### src/design/frt_pkg.sv
// shared types and constants for the fragment reassembly tracker
// no dependencies; imported by frt_tracker and fragment_reassembly_tracker_core
package frt_pkg;

  localparam int MAX_FRAGMENTS       = 128;
  localparam int MAX_FRAGMENT_LENGTH = 16383;

  localparam int INDEX_W  = 7;
  localparam int LENGTH_W = 14;
  localparam int TOTAL_W  = 21;
  localparam int SPAN_W   = 8;
  localparam int STATUS_W = 2;
  localparam int MAP_DEPTH = 1 << INDEX_W;

  localparam logic [TOTAL_W-1:0] TOTAL_MAX = {TOTAL_W{1'b1}};

  localparam logic [STATUS_W-1:0] ST_ACCEPTED    = 2'd0;
  localparam logic [STATUS_W-1:0] ST_BEYOND_LAST = 2'd1;
  localparam logic [STATUS_W-1:0] ST_DUPLICATE   = 2'd2;

  typedef struct packed {
    logic [STATUS_W-1:0] status;
    logic                complete;
    logic [TOTAL_W-1:0]  byte_total;
    logic [SPAN_W-1:0]   span;
  } frt_result_t;

endpackage

### src/design/frt_tracker.sv
// message state of the tracker: received map, span, count, byte total
// one fragment is checked and recorded per step; depends on frt_pkg
module frt_tracker import frt_pkg::*; (
  input  logic                clk,
  input  logic                rst,
  input  logic                step,
  input  logic [INDEX_W-1:0]  frag_index,
  input  logic [LENGTH_W-1:0] frag_length,
  input  logic                is_last,
  output frt_result_t         result
);

  logic [MAP_DEPTH-1:0] received_map;
  logic                 last_seen;
  logic [INDEX_W-1:0]   last_index;
  logic [SPAN_W-1:0]    slot_span;
  logic [SPAN_W-1:0]    received_count;
  logic [TOTAL_W-1:0]   total_bytes;

  logic                 last_seen_next;
  logic [INDEX_W-1:0]   last_index_next;
  logic [SPAN_W-1:0]    slot_span_next;
  logic [SPAN_W-1:0]    received_count_next;
  logic [TOTAL_W-1:0]   total_bytes_next;

  logic                 beyond;
  logic                 dup;
  logic                 take;
  logic [SPAN_W-1:0]    index_plus;
  logic [LENGTH_W-1:0]  len_clamped;
  logic [TOTAL_W:0]     sum;

  always_comb begin
    beyond = (9'(frag_index) >= 9'(MAX_FRAGMENTS)) ||
             (last_seen && (frag_index > last_index));
    dup    = received_map[frag_index];
    take   = !beyond && !dup;

    index_plus  = SPAN_W'(frag_index) + SPAN_W'(1);
    len_clamped = (17'(frag_length) > 17'(MAX_FRAGMENT_LENGTH)) ?
                  LENGTH_W'(MAX_FRAGMENT_LENGTH) : frag_length;
    // one guard bit catches overflow for saturation
    sum = (TOTAL_W+1)'(total_bytes) + (TOTAL_W+1)'(len_clamped);

    last_seen_next      = last_seen;
    last_index_next     = last_index;
    slot_span_next      = slot_span;
    received_count_next = received_count;
    total_bytes_next    = total_bytes;
    if (take) begin
      if (is_last) begin
        last_seen_next  = 1'b1;
        last_index_next = frag_index;
      end
      if (slot_span < index_plus) begin
        slot_span_next = index_plus;
      end
      received_count_next = received_count + SPAN_W'(1);
      total_bytes_next    = sum[TOTAL_W] ? TOTAL_MAX : sum[TOTAL_W-1:0];
    end

    if (beyond) begin
      result.status = ST_BEYOND_LAST;
    end else if (dup) begin
      result.status = ST_DUPLICATE;
    end else begin
      result.status = ST_ACCEPTED;
    end
    result.complete   = last_seen_next && (received_count_next == slot_span_next);
    result.byte_total = total_bytes_next;
    result.span       = slot_span_next;
  end

  always_ff @(posedge clk) begin
    if (rst) begin
      received_map   <= '0;
      last_seen      <= 1'b0;
      last_index     <= '0;
      slot_span      <= '0;
      received_count <= '0;
      total_bytes    <= '0;
    end else if (step) begin
      if (take) begin
        received_map[frag_index] <= 1'b1;
      end
      last_seen      <= last_seen_next;
      last_index     <= last_index_next;
      slot_span      <= slot_span_next;
      received_count <= received_count_next;
      total_bytes    <= total_bytes_next;
    end
  end

  // every received slot lies below the span
  a_count_within_span: assert property (@(posedge clk) disable iff (rst)
    received_count <= slot_span)
    else $error("received count exceeds span");

  // state only moves on a step
  a_idle_holds_total: assert property (@(posedge clk) disable iff (rst)
    !step |=> $stable(total_bytes) && $stable(received_count))
    else $error("tracker state changed without a step");

  // an accepted fragment always lands in the map
  a_accept_marks_map: assert property (@(posedge clk) disable iff (rst)
    step && take |=> received_map[$past(frag_index)])
    else $error("accepted fragment not marked received");

endmodule

### src/design/fragment_reassembly_tracker_core.sv
// top level of the fragment reassembly tracker: input register, tracker, result register
// depends on frt_pkg and frt_tracker
//
// usage:
//   frag channel (frag_valid / frag_stall) carries one fragment per beat:
//   frag_index, frag_length and is_last. a beat is taken on a rising edge
//   with frag_valid high and frag_stall low.
//   result channel (result_valid / result_stall) carries one result beat per
//   fragment, in order: status, complete, byte_total and span.
//   a fragment taken into the input register shows its result from the result register.
//   throughput: one fragment per cycle unless result_stall holds a result; the received-map
//   read, update and counters all sit between the input register and the result register.
//   stall: a result held by result_stall stays put; one more fragment can still
//   be taken into the input register, after which frag_stall rises until the
//   result beat drains.
//   reset (rst, synchronous): empties both registers, clears the received map,
//   span, count, last flag and byte total, so a new message starts.
module fragment_reassembly_tracker_core import frt_pkg::*; (
  input  logic                clk,
  input  logic                rst,
  input  logic                frag_valid,
  output logic                frag_stall,
  input  logic [INDEX_W-1:0]  frag_index,
  input  logic [LENGTH_W-1:0] frag_length,
  input  logic                is_last,
  output logic                result_valid,
  input  logic                result_stall,
  output logic [STATUS_W-1:0] status,
  output logic                complete,
  output logic [TOTAL_W-1:0]  byte_total,
  output logic [SPAN_W-1:0]   span
);

  // input register
  logic                s1_valid;
  logic [INDEX_W-1:0]  s1_index;
  logic [LENGTH_W-1:0] s1_length;
  logic                s1_last;

  logic        advance;
  logic        step;
  frt_result_t step_result;

  // result register is free when empty or drained this cycle
  assign advance    = !result_valid || !result_stall;
  assign step       = s1_valid && advance;
  assign frag_stall = s1_valid && !advance;

  always_ff @(posedge clk) begin
    if (rst) begin
      s1_valid <= 1'b0;
    end else if (!frag_stall) begin
      s1_valid <= frag_valid;
    end
  end

  always_ff @(posedge clk) begin
    if (frag_valid && !frag_stall) begin
      s1_index  <= frag_index;
      s1_length <= frag_length;
      s1_last   <= is_last;
    end
  end

  // bitmap check and update for the fragment in the input register
  frt_tracker u_tracker (
    .clk         (clk),
    .rst         (rst),
    .step        (step),
    .frag_index  (s1_index),
    .frag_length (s1_length),
    .is_last     (s1_last),
    .result      (step_result)
  );

  // result register
  always_ff @(posedge clk) begin
    if (rst) begin
      result_valid <= 1'b0;
    end else if (advance) begin
      result_valid <= s1_valid;
    end
  end

  always_ff @(posedge clk) begin
    if (step) begin
      status     <= step_result.status;
      complete   <= step_result.complete;
      byte_total <= step_result.byte_total;
      span       <= step_result.span;
    end
  end

  // back-pressure only when a fragment is actually waiting
  a_stall_needs_item: assert property (@(posedge clk) disable iff (rst)
    frag_stall |-> s1_valid)
    else $error("input stalled with empty input register");

  // an accepted fragment always covers at least one slot
  a_accept_has_span: assert property (@(posedge clk) disable iff (rst)
    result_valid && (status == ST_ACCEPTED) |-> (span != '0))
    else $error("accepted result with zero span");

  // a completed message has a nonzero span
  a_complete_has_span: assert property (@(posedge clk) disable iff (rst)
    result_valid && complete |-> (span != '0))
    else $error("complete reported with zero span");

  // a fragment in the input register moves to the result register once it is free
  a_item_moves: assert property (@(posedge clk) disable iff (rst)
    s1_valid && advance |=> result_valid)
    else $error("fragment lost between registers");

endmodule

### config.mk
export PLATFORM = sky130hd
export DESIGN_NAME = fragment_reassembly_tracker_core
export DESIGN_NICKNAME = d
export VERILOG_FILES = /design/src/design/frt_pkg.sv /design/src/design/frt_tracker.sv /design/src/design/fragment_reassembly_tracker_core.sv
export SDC_FILE = /design/constraint.sdc
export NUM_CORES = 1
export LEC_CHECK = 0
export BUFFER_PORTS_ARGS = -buffer_cell sky130_fd_sc_hd__buf_2
export CORE_MARGIN = 1.5
export CORE_UTILIZATION = 65
export CTS_CLUSTER_DIAMETER = 150
export DETAILED_ROUTE_END_ITERATION = 12
export PLACE_DENSITY = 0.85
export SYNTH_ARGS = -nofsm -noshare
export SYNTH_HDL_FRONTEND = slang
export SYNTH_HIERARCHICAL = 1
export SYNTH_SLANG_ARGS = --single-unit
### constraint.sdc
create_clock -name clk -period 8.31 [get_ports clk]
set_input_delay 1.662 -clock clk [delete_from_list [all_inputs] [get_ports clk]]
set_output_delay 1.662 -clock clk [all_outputs]
set_load 0.1 [all_outputs]
== Word level (Yosys, flattened, before mapping) ==
Index checks and enable logic that the tools add are counted.

* Register bits after elaboration: 229

* Magnitude comparators: 4
* Reduce and logical (&&, ||, !) cells: 16
* Bitwise gates (word level): 1
* Equality and inequality tests: 1
* Muxes and demuxes: 12
* Add/sub/neg operators: 3

{| class="wikitable"
|+ Operators by type and width
! kind !! number
|-
| $or A128 B128 Y128 || 1
|-
| $mux W21 || 2
|-
| $mux W8 || 3
|-
| $add A21 B14 Y22 || 1
|-
| $add A7 B1 Y8 const B || 1
|-
| $add A8 B1 Y8 const B || 1
|-
| $eq A8 B8 Y1 || 1
|-
| $lt A7 B8 Y1 const B || 1
|-
| $lt A8 B8 Y1 || 1
|-
| $bmux W1 S7 || 1
|-
| $demux W1 S7 || 1
|-
| $ge A7 B1 Y1 const B || 1
|-
| $gt A7 B7 Y1 || 1
|-
| $logic_and A1 B1 Y1 || 7
|-
| $logic_not A1 Y1 || 6
|-
| $mux W1 || 4
|-
| $reduce_and A3 Y1 || 1
|-
| $mux W2 || 1
|-
| $reduce_and A2 Y1 || 1
|-
| $logic_or A1 B1 Y1 || 1
|}

== Depth between registers and ports, before layout ==
Gate-level depths: netlist (run 1).

* Depth after elaboration: 7
* Mapped depth: 19

== Cells and area by module ==
Netlist (run 1), hierarchy kept.

{| class="wikitable"
|+ Modules (own cells, without submodules)
! module !! seq. area each (µm²) !! instances !! area an instance (µm²) !! cells an instance
|-
| frt_tracker || 3463.3 || 1 || 8588.2 || 1000
|-
| fragment_reassembly_tracker_core || 1661.6 || 1 || 1707.9 || 64
|}

== Least setup slack after synthesis (run 1) ==
OpenSTA, ideal clock, no wires.

* Path type: input to register
* Start point: input port result_stall
* End point: register u_tracker.received_map[6]
* Setup slack: 2756 ps
* Buffers on the path: 2
* Library setup time: 66 ps
* Required time: 8244 ps
* Arrival time: 5488 ps
* Cell stages on the path: 8
* Cells stage by stage: a21boi_0 -> clkbuf_1 -> and2_1 -> nand2_1 -> nor3b_2 -> buf_2 -> a21oi_1 -> nor2_1

* Cells in the longest elaborated chain, start to end: 4

{| class="wikitable"
|+ RTL lines
! item !! line !! RTL
|-
| start, declared || fragment_reassembly_tracker_core.sv:27 || <nowiki>input logic result_stall,</nowiki>
|-
| $logic_not A1 Y1 || fragment_reassembly_tracker_core.sv:45 || <nowiki>assign advance = !result_valid || !result_stall;</nowiki>
|-
| $logic_or A1 B1 Y1 || fragment_reassembly_tracker_core.sv:45 ||
|-
| $logic_and A1 B1 Y1 || fragment_reassembly_tracker_core.sv:46 || <nowiki>assign step = s1_valid && advance;</nowiki>
|-
| $reduce_and A2 Y1 (no source line) || -- ||
|-
| end signal, assigned || frt_tracker.sv:76 || <nowiki>received_map <= '0;</nowiki>
|-
| end signal, assigned by index || frt_tracker.sv:84 || <nowiki>received_map[frag_index] <= 1'b1;</nowiki>
|-
| end, declared || frt_tracker.sv:13 || <nowiki>logic [MAP_DEPTH-1:0] received_map;</nowiki>
|}

No other way between the ends.
A chain may end at the register's enable or synchronous reset.

== Final worst setup path (run 1) ==
* Start point: register s1_index[0]
* End point: register u_tracker.received_map[70]

* Cells in the longest elaborated chain, start to end: 5
* Elaborated cells on any way between the ends: 14
* Classes of those cells: order compare: 3; mux: 4; bitwise: 1; reduce/logical: 6

{| class="wikitable"
|+ RTL lines
! item !! line !! RTL
|-
| start, declared || fragment_reassembly_tracker_core.sv:36 || <nowiki>logic [INDEX_W-1:0] s1_index;</nowiki>
|-
| start signal, assigned || fragment_reassembly_tracker_core.sv:59 || <nowiki>s1_index <= frag_index;</nowiki>
|-
| $lt A7 B8 Y1 (implied by the code), or another cell as far along || frt_tracker.sv:84 ||
|-
| $logic_and A1 B1 Y1 (implied by the code), or another cell as far along || frt_tracker.sv:84 ||
|-
| $mux W1 (implied by the code) / $logic_not A1 Y1 (equally long branches) || frt_tracker.sv:84, frt_tracker.sv:37 ||
|-
| $demux W1 S7 / $logic_and A1 B1 Y1 (equally long branches) || -- ||
|-
| $or A128 B128 Y128 (no source line) / $reduce_and A2 Y1 (equally long branches) || -- ||
|}

Several ways; a longest one is shown, not always the timed one. The select of a mux whose other input is x is not followed.

==> results.txt, run 1 <==
In the final routed layout, each cell accounts on average for 17.5 um. After the first detailed-routing iteration, the DRC count stood at 805. The final design instance area without fill is 11500 um^2.

0 antenna diodes ended up in the layout. The final-report hold violation count came out at 0. The net count after synthesis came out at 1121.

Ranked by total cell area, the synthesized netlist is headed by sky130_fd_sc_hd__dfxtp_1 34%, sky130_fd_sc_hd__edfxtp_1 16%, sky130_fd_sc_hd__a21oi_1 8.3%, sky130_fd_sc_hd__nor2_1 8.1%, sky130_fd_sc_hd__mux4_2 7.7%. In this run the vertical extent of the chip is 129 um. At the worst endpoint, the arrival time is 5.88 ns. The via count of the first global-routing pass is 7667. Synthesis instantiated 63 different standard cells from the library. Counting flops and latches in the post-synthesis netlist gives 229. The worst setup path is of the reg2reg kind. TritonCTS built the clock tree.

The global route total overflow is 0. The maximum number of pins on one net before global-route repair is 105. The final worst clock skew is 0.0142 ns. The source-to-sink clock delay at the later pin of the worst-skew pair is 0.52 ns. The number of antenna violations at the first check in global routing is 0. At the pin with the least slew margin, the transition time is 1.25 ns. After clock tree synthesis, the setup repair step added 0 buffers. Clock tree synthesis inserted a total of 23 buffers. The required time of the critical path is 8.75 ns. The detailed-route via count came out at 8047.

The fmax came out at 0.184 GHz. Compared with the post-synthesis result, the final layout area differs by 11.3%. For this run, the number of Yosys warnings is 6. Yosys instantiated no cell more often than sky130_fd_sc_hd__nor2_1. The endpoint class of the critical path is a flop.

The period utilization is 65.4%. The count of buffers added on input and output ports is 59. The number of flops mapped to enable cells by yosys came out at 54. The synthesized area per cell is 9.68 um^2.

The fill cell instance count of the final layout came out at 1123. The flow ran to the end, and the final reports show no timing, DRC or antenna violations. Setup violations remaining at the end of the flow were counted as 0. The post-cts gate resize count came out at 0.

The number of top-level design ports is 60. The net total in the final layout came out at 1156. Setup repair after global routing left no endpoint under its margin.

The worst hold path depth is 2. The die covers 16600 um^2. In this run, post-CTS hold repair placed 0 buffers.

The first-pass GRT wire length is 37700 um. In this run the tightest slew margin relative to its limit is 16.5%. The maximum vdd ir drop is 0.199 mV. The number of detailed-route iterations in the first pass came out at 6. The cell count after synthesis is 1064. The total global routing track utilization came out at 28.5%. The clock net sink count came out at 229.

The horizontal die dimension came out at 129 um. Power spread over the standard cell area amounts to 224 nW/um^2. The final setup TNS is 0 ns.

The post-detailed-placement cell area is 10700 um^2. The core region area came out at 15300 um^2. The synthesized design devotes to its leading area cell type 34.0% of total area. The share of synthesized flip-flops with an asynchronous set or reset came out at 0%.

The final hold slack is 0.460 ns. The launching element type of the critical path is a flop. Clock-pin slew was measured on the worst setup and hold paths at 0.06 ns. The biggest area consumer among synthesized cells is sky130_fd_sc_hd__dfxtp_1.

After layout, the minimum clock period comes to 5.44 ns. For this block, the routed nets add up to 23200 um of wire. Summing the sequential cell areas from Yosys gives 49.8% of the chip area.

In this run the cell area of the synthesized design comes to 10300 um^2. The remaining antenna violation count after routing is 0. The placed wire-length estimate came out at 14400 um. The depth of the worst register-to-register path came out at 12. The depth of the CTS H-tree is 1.

The post-detailed-route via-to-cell ratio is 6.07. Row generation in the floorplan step produced 45 rows. The routability-driven placement congestion ratio came out at 0.844. In the synthesized netlist, the cells that appear most often are 223 x sky130_fd_sc_hd__nor2_1, 175 x sky130_fd_sc_hd__dfxtp_1, 170 x sky130_fd_sc_hd__a21oi_1, 54 x sky130_fd_sc_hd__edfxtp_1, 45 x sky130_fd_sc_hd__nand2_1. No sink is reached through more buffers than the 3 on the longest clock path. The count of final max-slew check failures is 0.

The maximum net fanout on the critical path is 52. The tree is rooted in a sky130_fd_sc_hd__clkbuf_16. The type of the most critical hold path is reg2reg.

For this design the static power due to leakage is 4.41 nW. The number of max-capacitance violations reported is 0. Among all flip-flop cells after synthesis, the most frequent one is sky130_fd_sc_hd__dfxtp_1.

After detailed routing, the number of remaining DRC violations is 0. The share of final-layout standard cells stronger than drive strength 1 came out at 14.6%. The starting density of the core is 67.2%.
[report_power, final]
group / internal, W / switching, W / total, W
clock network: 0.000620 / 0.000413 / 0.00103
registers: 0.00118 / 0.0000248 / 0.00120
logic: 0.0000953 / 0.000231 / 0.000326
[critical path, cell delays in order (launching register included)]
cell and delay, ns:
sky130_fd_sc_hd__edfxtp_1 0.77, sky130_fd_sc_hd__buf_4 0.58, sky130_fd_sc_hd__mux4_2 0.56, sky130_fd_sc_hd__mux4_2 0.49, sky130_fd_sc_hd__a22o_1 0.22, sky130_fd_sc_hd__a211o_1 0.29, sky130_fd_sc_hd__nor4b_4 0.21, sky130_fd_sc_hd__buf_4 0.49
sky130_fd_sc_hd__and2_1 0.25, sky130_fd_sc_hd__nand2_1 0.12, sky130_fd_sc_hd__nor3b_2 1.05, sky130_fd_sc_hd__a21oi_1 0.14, sky130_fd_sc_hd__nor2_1 0.15
[worst paths after layout]
path | from | slack [ns] | end
min reg2reg | u_tracker/last_index[1] | 0.46 | u_tracker/last_index[1]
max reg2reg | s1_index[0] | 2.87 | u_tracker/received_map[70]
min | u_tracker/last_index[1] | 0.46 | u_tracker/last_index[1]
max | s1_index[0] | 2.87 | u_tracker/received_map[70]
[registers in the layout, summed over array words and instances, names as in the netlist, 2 cells and up]
signal and count:
byte_total 21, s1_index 7, s1_length 14, span 8
status 2, u_tracker/last_index 7, u_tracker/received_count 8, u_tracker/received_map 128
u_tracker/slot_span 8, u_tracker/total_bytes 21
[through the flow]
stage,total power [W],setup slack [ns],std cells,util (%)
after CTS,0.00257,2.88,1325,74.8
after global placement,0.00154,3.05,1285,69.9
after detailed placement,0.00155,2.92,1285,69.9
after floorplan,0.00148,2.76,1064,-
final,0.00256,2.87,1325,74.8
after global routing,0.00265,2.50,1325,74.8
[logic make-up (layout without fill, tap and decap cells)]
kind of cell / after synthesis / after routing / share of synthesized area, %
flip-flops: 229 / 229 / 49.8
adder cells (fa/ha/maj): 31 / 31 / 3.84
AO/OA/AOI/OAI: 263 / 263 / 14.8
buffers and inverters: 97 / 147 / 3.83
AND/OR/NAND/NOR: 357 / 357 / 15.4
multiplexers: 54 / 54 / 9.56
XOR/XNOR: 33 / 33 / 2.81
[cell type report]
class	instances	area (um^2)	area share [%]
clock buffers	33	633	5.53
inverters	34	128	1.11
repair buffers	73	403	3.52
well taps	211	264	2.30
multi-input cells	738	4790	41.8
clock inverters	7	111	0.972
flip-flops and latches	229	5120	44.7
[per-layer routing]
metal  vias to the layer above  track usage (%)  routed length, um
met2                       322             48.3              11300
met1                      3828             36.4               9670
met4                         0             13.0                985
met5                         -                0                  0
li1                       3825                -                  -
met3                        72             3.99               1310
[cells in the final DEF (no fill, tap or decap), types with 3 or more instances in the layout]
cell / instances
sky130_fd_sc_hd__ha_1: 30
sky130_fd_sc_hd__a31oi_1: 7
sky130_fd_sc_hd__bufinv_16: 3
sky130_fd_sc_hd__a22o_1: 5
sky130_fd_sc_hd__nor2_1: 222
sky130_fd_sc_hd__nand2b_1: 5
sky130_fd_sc_hd__buf_4: 15
sky130_fd_sc_hd__a21oi_1: 170
sky130_fd_sc_hd__nand3_1: 23
sky130_fd_sc_hd__and2_1: 8
sky130_fd_sc_hd__mux4_2: 35
sky130_fd_sc_hd__inv_1: 33
sky130_fd_sc_hd__buf_2: 58
sky130_fd_sc_hd__or2_2: 3
sky130_fd_sc_hd__a22oi_1: 4
sky130_fd_sc_hd__xor2_1: 12
sky130_fd_sc_hd__nor2b_1: 7
sky130_fd_sc_hd__nand4_1: 4
sky130_fd_sc_hd__clkbuf_16: 23
sky130_fd_sc_hd__and3_1: 6
sky130_fd_sc_hd__mux2_2: 5
sky130_fd_sc_hd__nor3_1: 16
sky130_fd_sc_hd__nor3_2: 3
sky130_fd_sc_hd__mux2i_1: 14
sky130_fd_sc_hd__xnor2_1: 21
sky130_fd_sc_hd__nand2_1: 45
sky130_fd_sc_hd__a21o_1: 4
sky130_fd_sc_hd__edfxtp_1: 54
sky130_fd_sc_hd__o21a_1: 7
sky130_fd_sc_hd__a211oi_1: 13
sky130_fd_sc_hd__dfxtp_1: 175
sky130_fd_sc_hd__o21ai_0: 27
sky130_fd_sc_hd__a211o_1: 4
sky130_fd_sc_hd__clkbuf_1: 8
Note: power is estimated with default switching activity, not from simulation.
==> run 2, diff against run 1 <==
--- a/config.mk
+++ b/config.mk
@@ -5,12 +5,13 @@
 export SDC_FILE = /design/constraint.sdc
 export NUM_CORES = 1
 export LEC_CHECK = 0
+export ABC_AREA = 1
 export BUFFER_PORTS_ARGS = -buffer_cell sky130_fd_sc_hd__buf_2
 export CORE_MARGIN = 1.5
-export CORE_UTILIZATION = 65
+export CORE_UTILIZATION = 61
 export CTS_CLUSTER_DIAMETER = 150
 export DETAILED_ROUTE_END_ITERATION = 12
-export PLACE_DENSITY = 0.85
+export PLACE_DENSITY = 0.81
 export SYNTH_ARGS = -nofsm -noshare
 export SYNTH_HDL_FRONTEND = slang
 export SYNTH_HIERARCHICAL = 1
==> constraint.sdc (replaced) <==
create_clock -name clk -period 5.35 [get_ports clk]
set_input_delay 1.07 -clock clk [delete_from_list [all_inputs] [get_ports clk]]
set_output_delay 1.07 -clock clk [all_outputs]
set_load 0.1 [all_outputs]
==> run 2 against run 1 <==
Effect of this change: first-iteration DRC count grew 25%; non-clock buffer count shrank 3; worst setup slack lost 1.5 ns; synthesized area grew 9.4%; maximum frequency grew 36%; sequential cell count is the same; register-to-register slack lost 1.5 ns; design area grew 7.4%; hold slack lost 0.0094 ns; power grew 67%; global-route usage shrank 1.4 points.
==> results.txt, run 2 <==
The net count after synthesis is 1570. The total global routing track utilization came out at 27.1%. The count of final max-slew check failures is 0. Buffers placed on the I/O ports in this run total 59. The worst-case IR drop observed on VDD is 0.352 mV. Final hold analysis gives a worst-case slack of 0.451 ns. In the finished design, the share of the clock period the worst path needs comes to 74.7%. The count of warnings emitted by yosys came out at 6.

Clock-pin slew was measured on the worst setup and hold paths at 0.06 ns. The repair_antennas step left the layout with diodes totalling 0. Across the run, the number of max-cap violations was 0.

The largest registers in the layout are u_tracker/received_map (128), byte_total (21), u_tracker/total_bytes (21). The number of gates resized after CTS was 0. The cell area after technology mapping came out at 11300 um^2. Sequential cells were found to cover 45.5% of the synthesized design area. The detailed-route via count came out at 9965. Entering global routing, the biggest net connects 81 pins.

The clock net sink count came out at 229. The routed design uses 2070 um of met3 wire. The post-CTS setup repair buffer count came out at 0. The depth of the CTS H-tree came out at 1. For this block, the initial DRC count from the detailed router was 1008. The global route total overflow came out at 0. The final setup TNS came out at 0 ns.

The biggest area consumer among synthesized cells is sky130_fd_sc_hd__dfxtp_1. The standby leakage power is 5.28 nW. The number of core rows is 49. The via count of the first global-routing pass came out at 8954.

The die outline area came out at 19300 um^2. The arrival time of the worst setup path is 4.40 ns. sky130_fd_sc_hd__nand2_1 is the most common cell in the netlist. For this run, asynchronously set or reset flops after synthesis account for 0%. The final routed DRC violation total is 0.

The cell count after synthesis came out at 1513. In this run the top signal layer used is met4. The share of the synthesized area in the top cell type came out at 31.1%. Setup violations remaining at the end of the flow were counted as 0. The number of top-level design ports is 60. Yosys mapped the design onto 37 distinct sky130hd cell types. The maximum net fanout on the critical path came out at 38. The area added between synthesis and finish is 9.26%. The met1 layer wirelength in the final routing is 11700 um. The post-detailed-route wirelength per cell is 14.9 um. The setup path with the least slack is of type reg2reg. For the pin with the worst max-slew slack, the measured transition is 1.07 ns. The synthesized flop and latch total is 229. The starting density of the core came out at 62.5%. The source-to-sink clock delay at the later pin of the worst-skew pair came out at 0.51 ns.

The final-report hold violation count is 0. After synthesis, the most frequently instantiated cells are 281 x sky130_fd_sc_hd__nand2_1, 235 x sky130_fd_sc_hd__inv_1, 220 x sky130_fd_sc_hd__nand3_1, 193 x sky130_fd_sc_hd__a21oi_1, 175 x sky130_fd_sc_hd__dfxtp_1. After synthesis, the cell types taking the most area are sky130_fd_sc_hd__dfxtp_1 31%, sky130_fd_sc_hd__edfxtp_1 14%, sky130_fd_sc_hd__nand3_1 9.8%, sky130_fd_sc_hd__nand2_1 9.4%, sky130_fd_sc_hd__a21oi_1 8.6%. The hold buffer count at CTS is 0.

The met2 wirelength from detailed routing came out at 12300 um. The remaining antenna violation count after routing is 0. The register with the most flip-flops in the layout has 128 of them. At the end of the flow, the number of nets in the layout was 1589. At the end of routability-driven placement, the weighted congestion stood at 0.933. Leaving out fill and tap cells, the most frequent cells in the layout are 281 x sky130_fd_sc_hd__nand2_1, 235 x sky130_fd_sc_hd__inv_1, 220 x sky130_fd_sc_hd__nand3_1. The fmax came out at 0.250 GHz. STA classifies the critical path endpoint as a flop. The register with the most flip-flops is u_tracker/received_map.

The first-pass GRT wire length is 43700 um. The launching element type of the critical path is a flop. The cell that appears most often on the critical path is sky130_fd_sc_hd__nand2_1. The required time of the critical path came out at 5.75 ns. The library cell used most frequently in the layout, excluding fill and tap cells, is sky130_fd_sc_hd__nand2_1. Setup repair after global routing left no endpoint under its margin.

The number of flops mapped to enable cells by yosys is 54. In this run the horizontal extent of the chip is 139 um. The HPWL after detailed placement is 16300 um.

The signal on the critical path passes through inv_2, buf_12, nand2_1, nand3_1, nand2_1, nor2_1, nor2_1, nor2_1, nand2_1, nand2_1, nand2_2, nor2_2, nand2_2, nor2_1, nand2_1, o21ai_0, nand3_1, o21ai_0, inv_1. The layout has 1503 filler cells. The core region is 18000 um^2.

For this design, the slowest cell found on the critical path is sky130_fd_sc_hd__inv_2. From bottom edge to top edge, the die measures 139 um. The number of antenna violations at the first check in global routing came out at 0.

The cell sitting at the root of the clock tree is a sky130_fd_sc_hd__clkbuf_16. The post-detailed-route via-to-cell ratio came out at 5.60. For this run, the slowest stage of the critical path takes 0.56 ns.

The run finished with clean final reports. In this run the worst hold path is classified as reg2reg. Wires add up to 26600 um. The placed instances occupy a cell area of 11500 um^2.

The power density relative to cell area came out at 349 nW/um^2. The finished cells cover 12300 um^2. TritonCTS built the clock tree. The final worst clock skew came out at 0.0120 ns. The pre-antenna-repair detailed-routing pass consisted of 5 iterations. The leading register cell type out of synthesis is sky130_fd_sc_hd__dfxtp_1. The synthesized area per cell is 7.44 um^2.

The time the final worst path needs with I/O delays and setup came out at 4.00 ns. The share of final-layout standard cells stronger than drive strength 1 came out at 8.39%. The largest buffer count on any clock path is 3. The worst-case headroom to the max-slew limit is 28.3%. The number of buffers created by CTS came out at 25.
==> run 2: cell count changes after synthesis, sizes merged, moves of 22 or more <==
| cell | before | now |
|---|---|---|
| inv | 34 | 240 |
| a21oi | 172 | 194 |
| nand3 | 24 | 221 |
| nor2 | 223 | 119 |
| nand2 | 46 | 286 |
| mux4 | 35 | 0 |
| o21ai | 27 | 53 |
==> run 2: layout make-up <==
cell class                 instances  area [um^2]  share of cell area, %
sequential                       229         5120                   41.7
multi-input combinational        966         4820                   39.2
inverter                         240          902                   7.33
clock buffer                      35          713                   5.80
timing repair buffer              70          405                   3.30
tap                              229          287                   2.33
clock inverter                    10         50.0                  0.407
==> run 2: cell families after synthesis <==
kind of cell	synth area share, %
DFF	45.5
and+or+nand+nor	24.8
xor gates and xnor gates	1.79
adders and majority gates	3.51
AOI/OAI and AO/OA	12.6
buffers and inverters	11.9
==> run 2: critical path: cells and delay by family, from the launching register on <==
kind                   cells  cell delay (ns)
and+or+nand+nor           14             2.22
AOI/OAI and AO/OA          2             0.36
DFF                        1             0.40
buffers and inverters      3             0.90
==> run 2: final timing paths <==
kind / start / to / slack (ns) / cells past startpoint
max: s1_index[0] / u_tracker/total_bytes[20] / 1.35 / 19
min reg2reg: u_tracker/received_map[70] / u_tracker/received_map[70] / 0.45 / 2
min: u_tracker/received_map[70] / u_tracker/received_map[70] / 0.45 / 2
max reg2reg: s1_index[0] / u_tracker/total_bytes[20] / 1.35 / 19
==> run 2: through the flow <==
stage / instances / setup slack [ns] / utilization (%) / power [W]
2_1_floorplan: 1513 / 1.49 / - / 0.00257
3_3_place_gp: 1734 / 1.63 / 64.0 / 0.00271
3_5_place_dp: 1734 / 1.41 / 64.0 / 0.00272
4_1_cts: 1779 / 1.39 / 68.2 / 0.00431
5_1_grt: 1779 / 0.966 / 68.2 / 0.00448
6_report: 1779 / 1.35 / 68.2 / 0.00429
==> run 2: power by group <==
group          total (W)  internal, W  switching (W)
clock network    0.00159     0.000924       0.000669
registers        0.00190      0.00186      0.0000397
logic           0.000802     0.000201       0.000601
==> run 2: routing by layer <==
metal,vias up,global-route usage (%)
li1,4947,-
met1,4595,38.2
met2,378,43.5
met3,45,4.04
met4,0,8.22
met5,-,0
==> run 3, diff against run 2 <==
--- a/config.mk
+++ b/config.mk
@@ -5,13 +5,13 @@
 export SDC_FILE = /design/constraint.sdc
 export NUM_CORES = 1
 export LEC_CHECK = 0
-export ABC_AREA = 1
+export ABC_AREA = 0
 export BUFFER_PORTS_ARGS = -buffer_cell sky130_fd_sc_hd__buf_2
 export CORE_MARGIN = 1.5
-export CORE_UTILIZATION = 61
+export CORE_UTILIZATION = 55
 export CTS_CLUSTER_DIAMETER = 150
 export DETAILED_ROUTE_END_ITERATION = 12
-export PLACE_DENSITY = 0.81
+export PLACE_DENSITY = 0.77
 export SYNTH_ARGS = -nofsm -noshare
 export SYNTH_HDL_FRONTEND = slang
 export SYNTH_HIERARCHICAL = 1
==> constraint.sdc (replaced) <==
create_clock -name clk -period 3.55 [get_ports clk]
set_input_delay 0.71 -clock clk [delete_from_list [all_inputs] [get_ports clk]]
set_output_delay 0.71 -clock clk [all_outputs]
set_load 0.1 [all_outputs]
==> run 3 against run 2 <==
Effect of this change: utilization shrank 0.068 points; clock-buffer cell count grew 3; final cell count shrank 21%; largest power group unchanged; die area grew 1.4%; power grew 44%; combinational power grew 12%; the run now ends with DRC, setup timing left.
==> results.txt, run 3 (synthesis gave the netlist of run 1 again) <==
The time the final worst path needs with I/O delays and setup is 3.74 ns. In the post-route analysis, the smallest setup slack over all paths is -0.186 ns. The power density relative to cell area came out at 498 nW/um^2.

Max-cap violations in this run came to 0. The count of final max-slew check failures is 0. The clock net sink count came out at 229. The final-report hold violation count came to 0. The register-to-register setup slack is -0.19 ns. The final setup TNS is -8.00 ns. The via count of the first global-routing pass is 7956. The critical path start-end classification is reg2reg. The run finished, with violations left. After legalization and detailed placement, the total HPWL measured 16000 um. Using the TritonRoute via totals, the vias-per-cell ratio works out to 5.84. The arrival time of the worst setup path came out at 4.00 ns. In this run the static leakage power is 4.87 nW.

Timing would allow up to 0.268 GHz. The horizontal die dimension is 140 um. Headroom to the max-slew limit came out at 34.6%. The final worst clock skew is 0.0107 ns. The worst reg2reg path endpoint is complete. Entering global routing, the biggest net connects 70 pins. The longest clock path from root to sink contains 3 buffers. The routability-driven placement congestion ratio came out at 0.885. The actual transition at the worst max-transition pin came out at 0.974 ns.

Counting the buffers created by CTS gives 24. The post-detailed-route wirelength per cell is 17.4 um. The endpoint class of the critical path is a flop. After clock tree synthesis, the clock-pin slew on the worst setup and hold paths is 0.06 ns. The launching element type of the critical path is a flop.

Measured in cells, the most critical reg-to-reg path has a length of 13. TritonCTS built the clock tree. The number of flip-flops in the largest register is 128.

The worst hold path begins at frag_length[3]. The first-iteration detailed-routing DRC count came out at 672. The design draws 0.00616 W.

The area added between synthesis and finish is 20.2%. The source-to-sink clock delay at the later pin of the worst-skew pair is 0.51 ns. The routed layout has 8243 vias. The number of top-level design ports came out at 60. In this run the critical register-to-register path is launched from s1_index[0]. Setup repair after global routing could not meet its margin everywhere. The number of detailed-route iterations in the first pass is 9.

The starting density of the core came out at 56.7%. Summed over all layers, the global routing overflow is 0. The antenna cell count is 0. The maximum vdd ir drop came out at 0.414 mV.

Setup violations remaining at the end of the flow were counted as 109. The first-pass GRT wire length came out at 39300 um. Data on the critical path is required at its endpoint by 3.82 ns. u_tracker/received_map holds more flip-flops than any other register. The core region area is 18100 um^2. The cell chosen for the clock root is sky130_fd_sc_hd__clkbuf_16. During placement, the flow inserted port buffers numbering 59. Global routing used 24.7% of the available tracks across all layers. The post-detailed-placement cell area is 11300 um^2. After the last flow step, the layout net total stands at 1222. The die boundary height came out at 140 um. The number of antenna violations at the first check in global routing is 0. The type of the most critical hold path is in2reg.

Along the worst hold path, the cell count comes to 1. The share of final-layout standard cells stronger than drive strength 1 came out at 22.0%. The maximum net fanout on the critical path is 10. Timing analysis after detailed placement gives a worst setup slack of -0.210 ns. The library cells used most frequently in the layout, excluding fill and tap cells, are 217 x sky130_fd_sc_hd__nor2_1, 175 x sky130_fd_sc_hd__dfxtp_1, 166 x sky130_fd_sc_hd__a21oi_1. After detailed routing, the number of remaining DRC violations is 5.

For hold timing, the worst endpoint is s1_length[3]. The final design instance area without fill is 12400 um^2. The die outline area is 19500 um^2. The floorplan has 49 rows.

The routed wire length is 24600 um. The remaining antenna violation count after routing came out at 0. The period utilization is 105%.

The largest registers in the layout are u_tracker/received_map (128), byte_total (21), u_tracker/total_bytes (21). The depth of the CTS H-tree is 1. Leaving out fill and tap cells, the most frequent cell in the layout is sky130_fd_sc_hd__nor2_1. On the final layout, the worst hold slack is 0.371 ns.

The checks that failed: DRC, setup timing.
==> run 3: cell types whose count changed in the layout (fill, tap and decap cells not counted), sizes merged, moves of 15 or more <==
cell / change
nand3: -197
a21oi: -22
buf: +66
mux4: +35
nor2: +104
nor3: +15
inv: -206
nand2: -240
o21ai: -26
==> run 3: worst max-delay path: stages (launching register included) <==
cell and delay, ns:
sky130_fd_sc_hd__edfxtp_1 0.41, sky130_fd_sc_hd__buf_12 0.17, sky130_fd_sc_hd__mux4_2 0.51, sky130_fd_sc_hd__mux4_2 0.49, sky130_fd_sc_hd__a22o_1 0.21, sky130_fd_sc_hd__a211o_1 0.28
sky130_fd_sc_hd__nor4b_4 0.24, sky130_fd_sc_hd__buf_4 0.20, sky130_fd_sc_hd__clkbuf_16 0.19, sky130_fd_sc_hd__buf_4 0.12, sky130_fd_sc_hd__a31oi_2 0.12, sky130_fd_sc_hd__xnor2_2 0.18
sky130_fd_sc_hd__nor3b_1 0.15, sky130_fd_sc_hd__o2111a_1 0.23
==> run 3: area by class of cell <==
cell class              instances  area, um^2
fillers                      1370        5770
flip-flops and latches        229        5120
multi-input cells             738        4960
repair buffers                138        1090
clock buffers                  38         724
well taps                     229         287
inverters                      34         128
clock inverters                 6        55.1
==> run 3: stage by stage <==
| stage | utilization (%) | std cells |
|---|---|---|
| floorplan | - | 1064 |
| global placement | 62.2 | 1362 |
| detailed placement | 62.2 | 1362 |
| CTS | 67.1 | 1409 |
| global route | 68.2 | 1412 |
| finish | 68.2 | 1412 |
==> run 3: layer usage <==
layer | vias to the layer above | global-route usage [%] | wire (um)
li1 | 3959 | - | -
met1 | 3965 | 31.6 | 10400
met2 | 266 | 43.1 | 12100
met3 | 53 | 3.92 | 1430
met4 | 0 | 7.59 | 666
met5 | - | 0 | 0
==> run 3: power by group <==
part | internal [W] | total [W] | switching [W]
clock network | 0.00147 | 0.00246 | 0.000992
logic | 0.000309 | 0.000901 | 0.000592
registers | 0.00276 | 0.00280 | 0.0000457
total | 0.00453 | 0.00616 | 0.00163
==> run 3: worst max-delay path by stage <==
stage | slack, ns | end | from
final | -0.19 | complete | s1_index[0]
after global routing | -0.31 | complete | s1_index[0]
after CTS | -0.18 | complete | s1_index[0]
after detailed placement | -0.21 | complete | s1_index[0]
after global placement | -0.13 | complete | s1_index[0]
after floorplan | -0.16 | byte_total[20] | s1_index[0]
==> run 3: repair_timing <==
| action | 4_1_cts | 5_1_grt |
|---|---|---|
| hold buffers | 0 | 0 |
| resized for setup | 19 | 39 |
| pin swaps | 2 | 7 |
| endpoints found under the hold margin | 0 | 0 |
| buffers inserted | 3 | 1 |
| setup endpoints to repair | 121 | 185 |
| gates cloned | 0 | 2 |
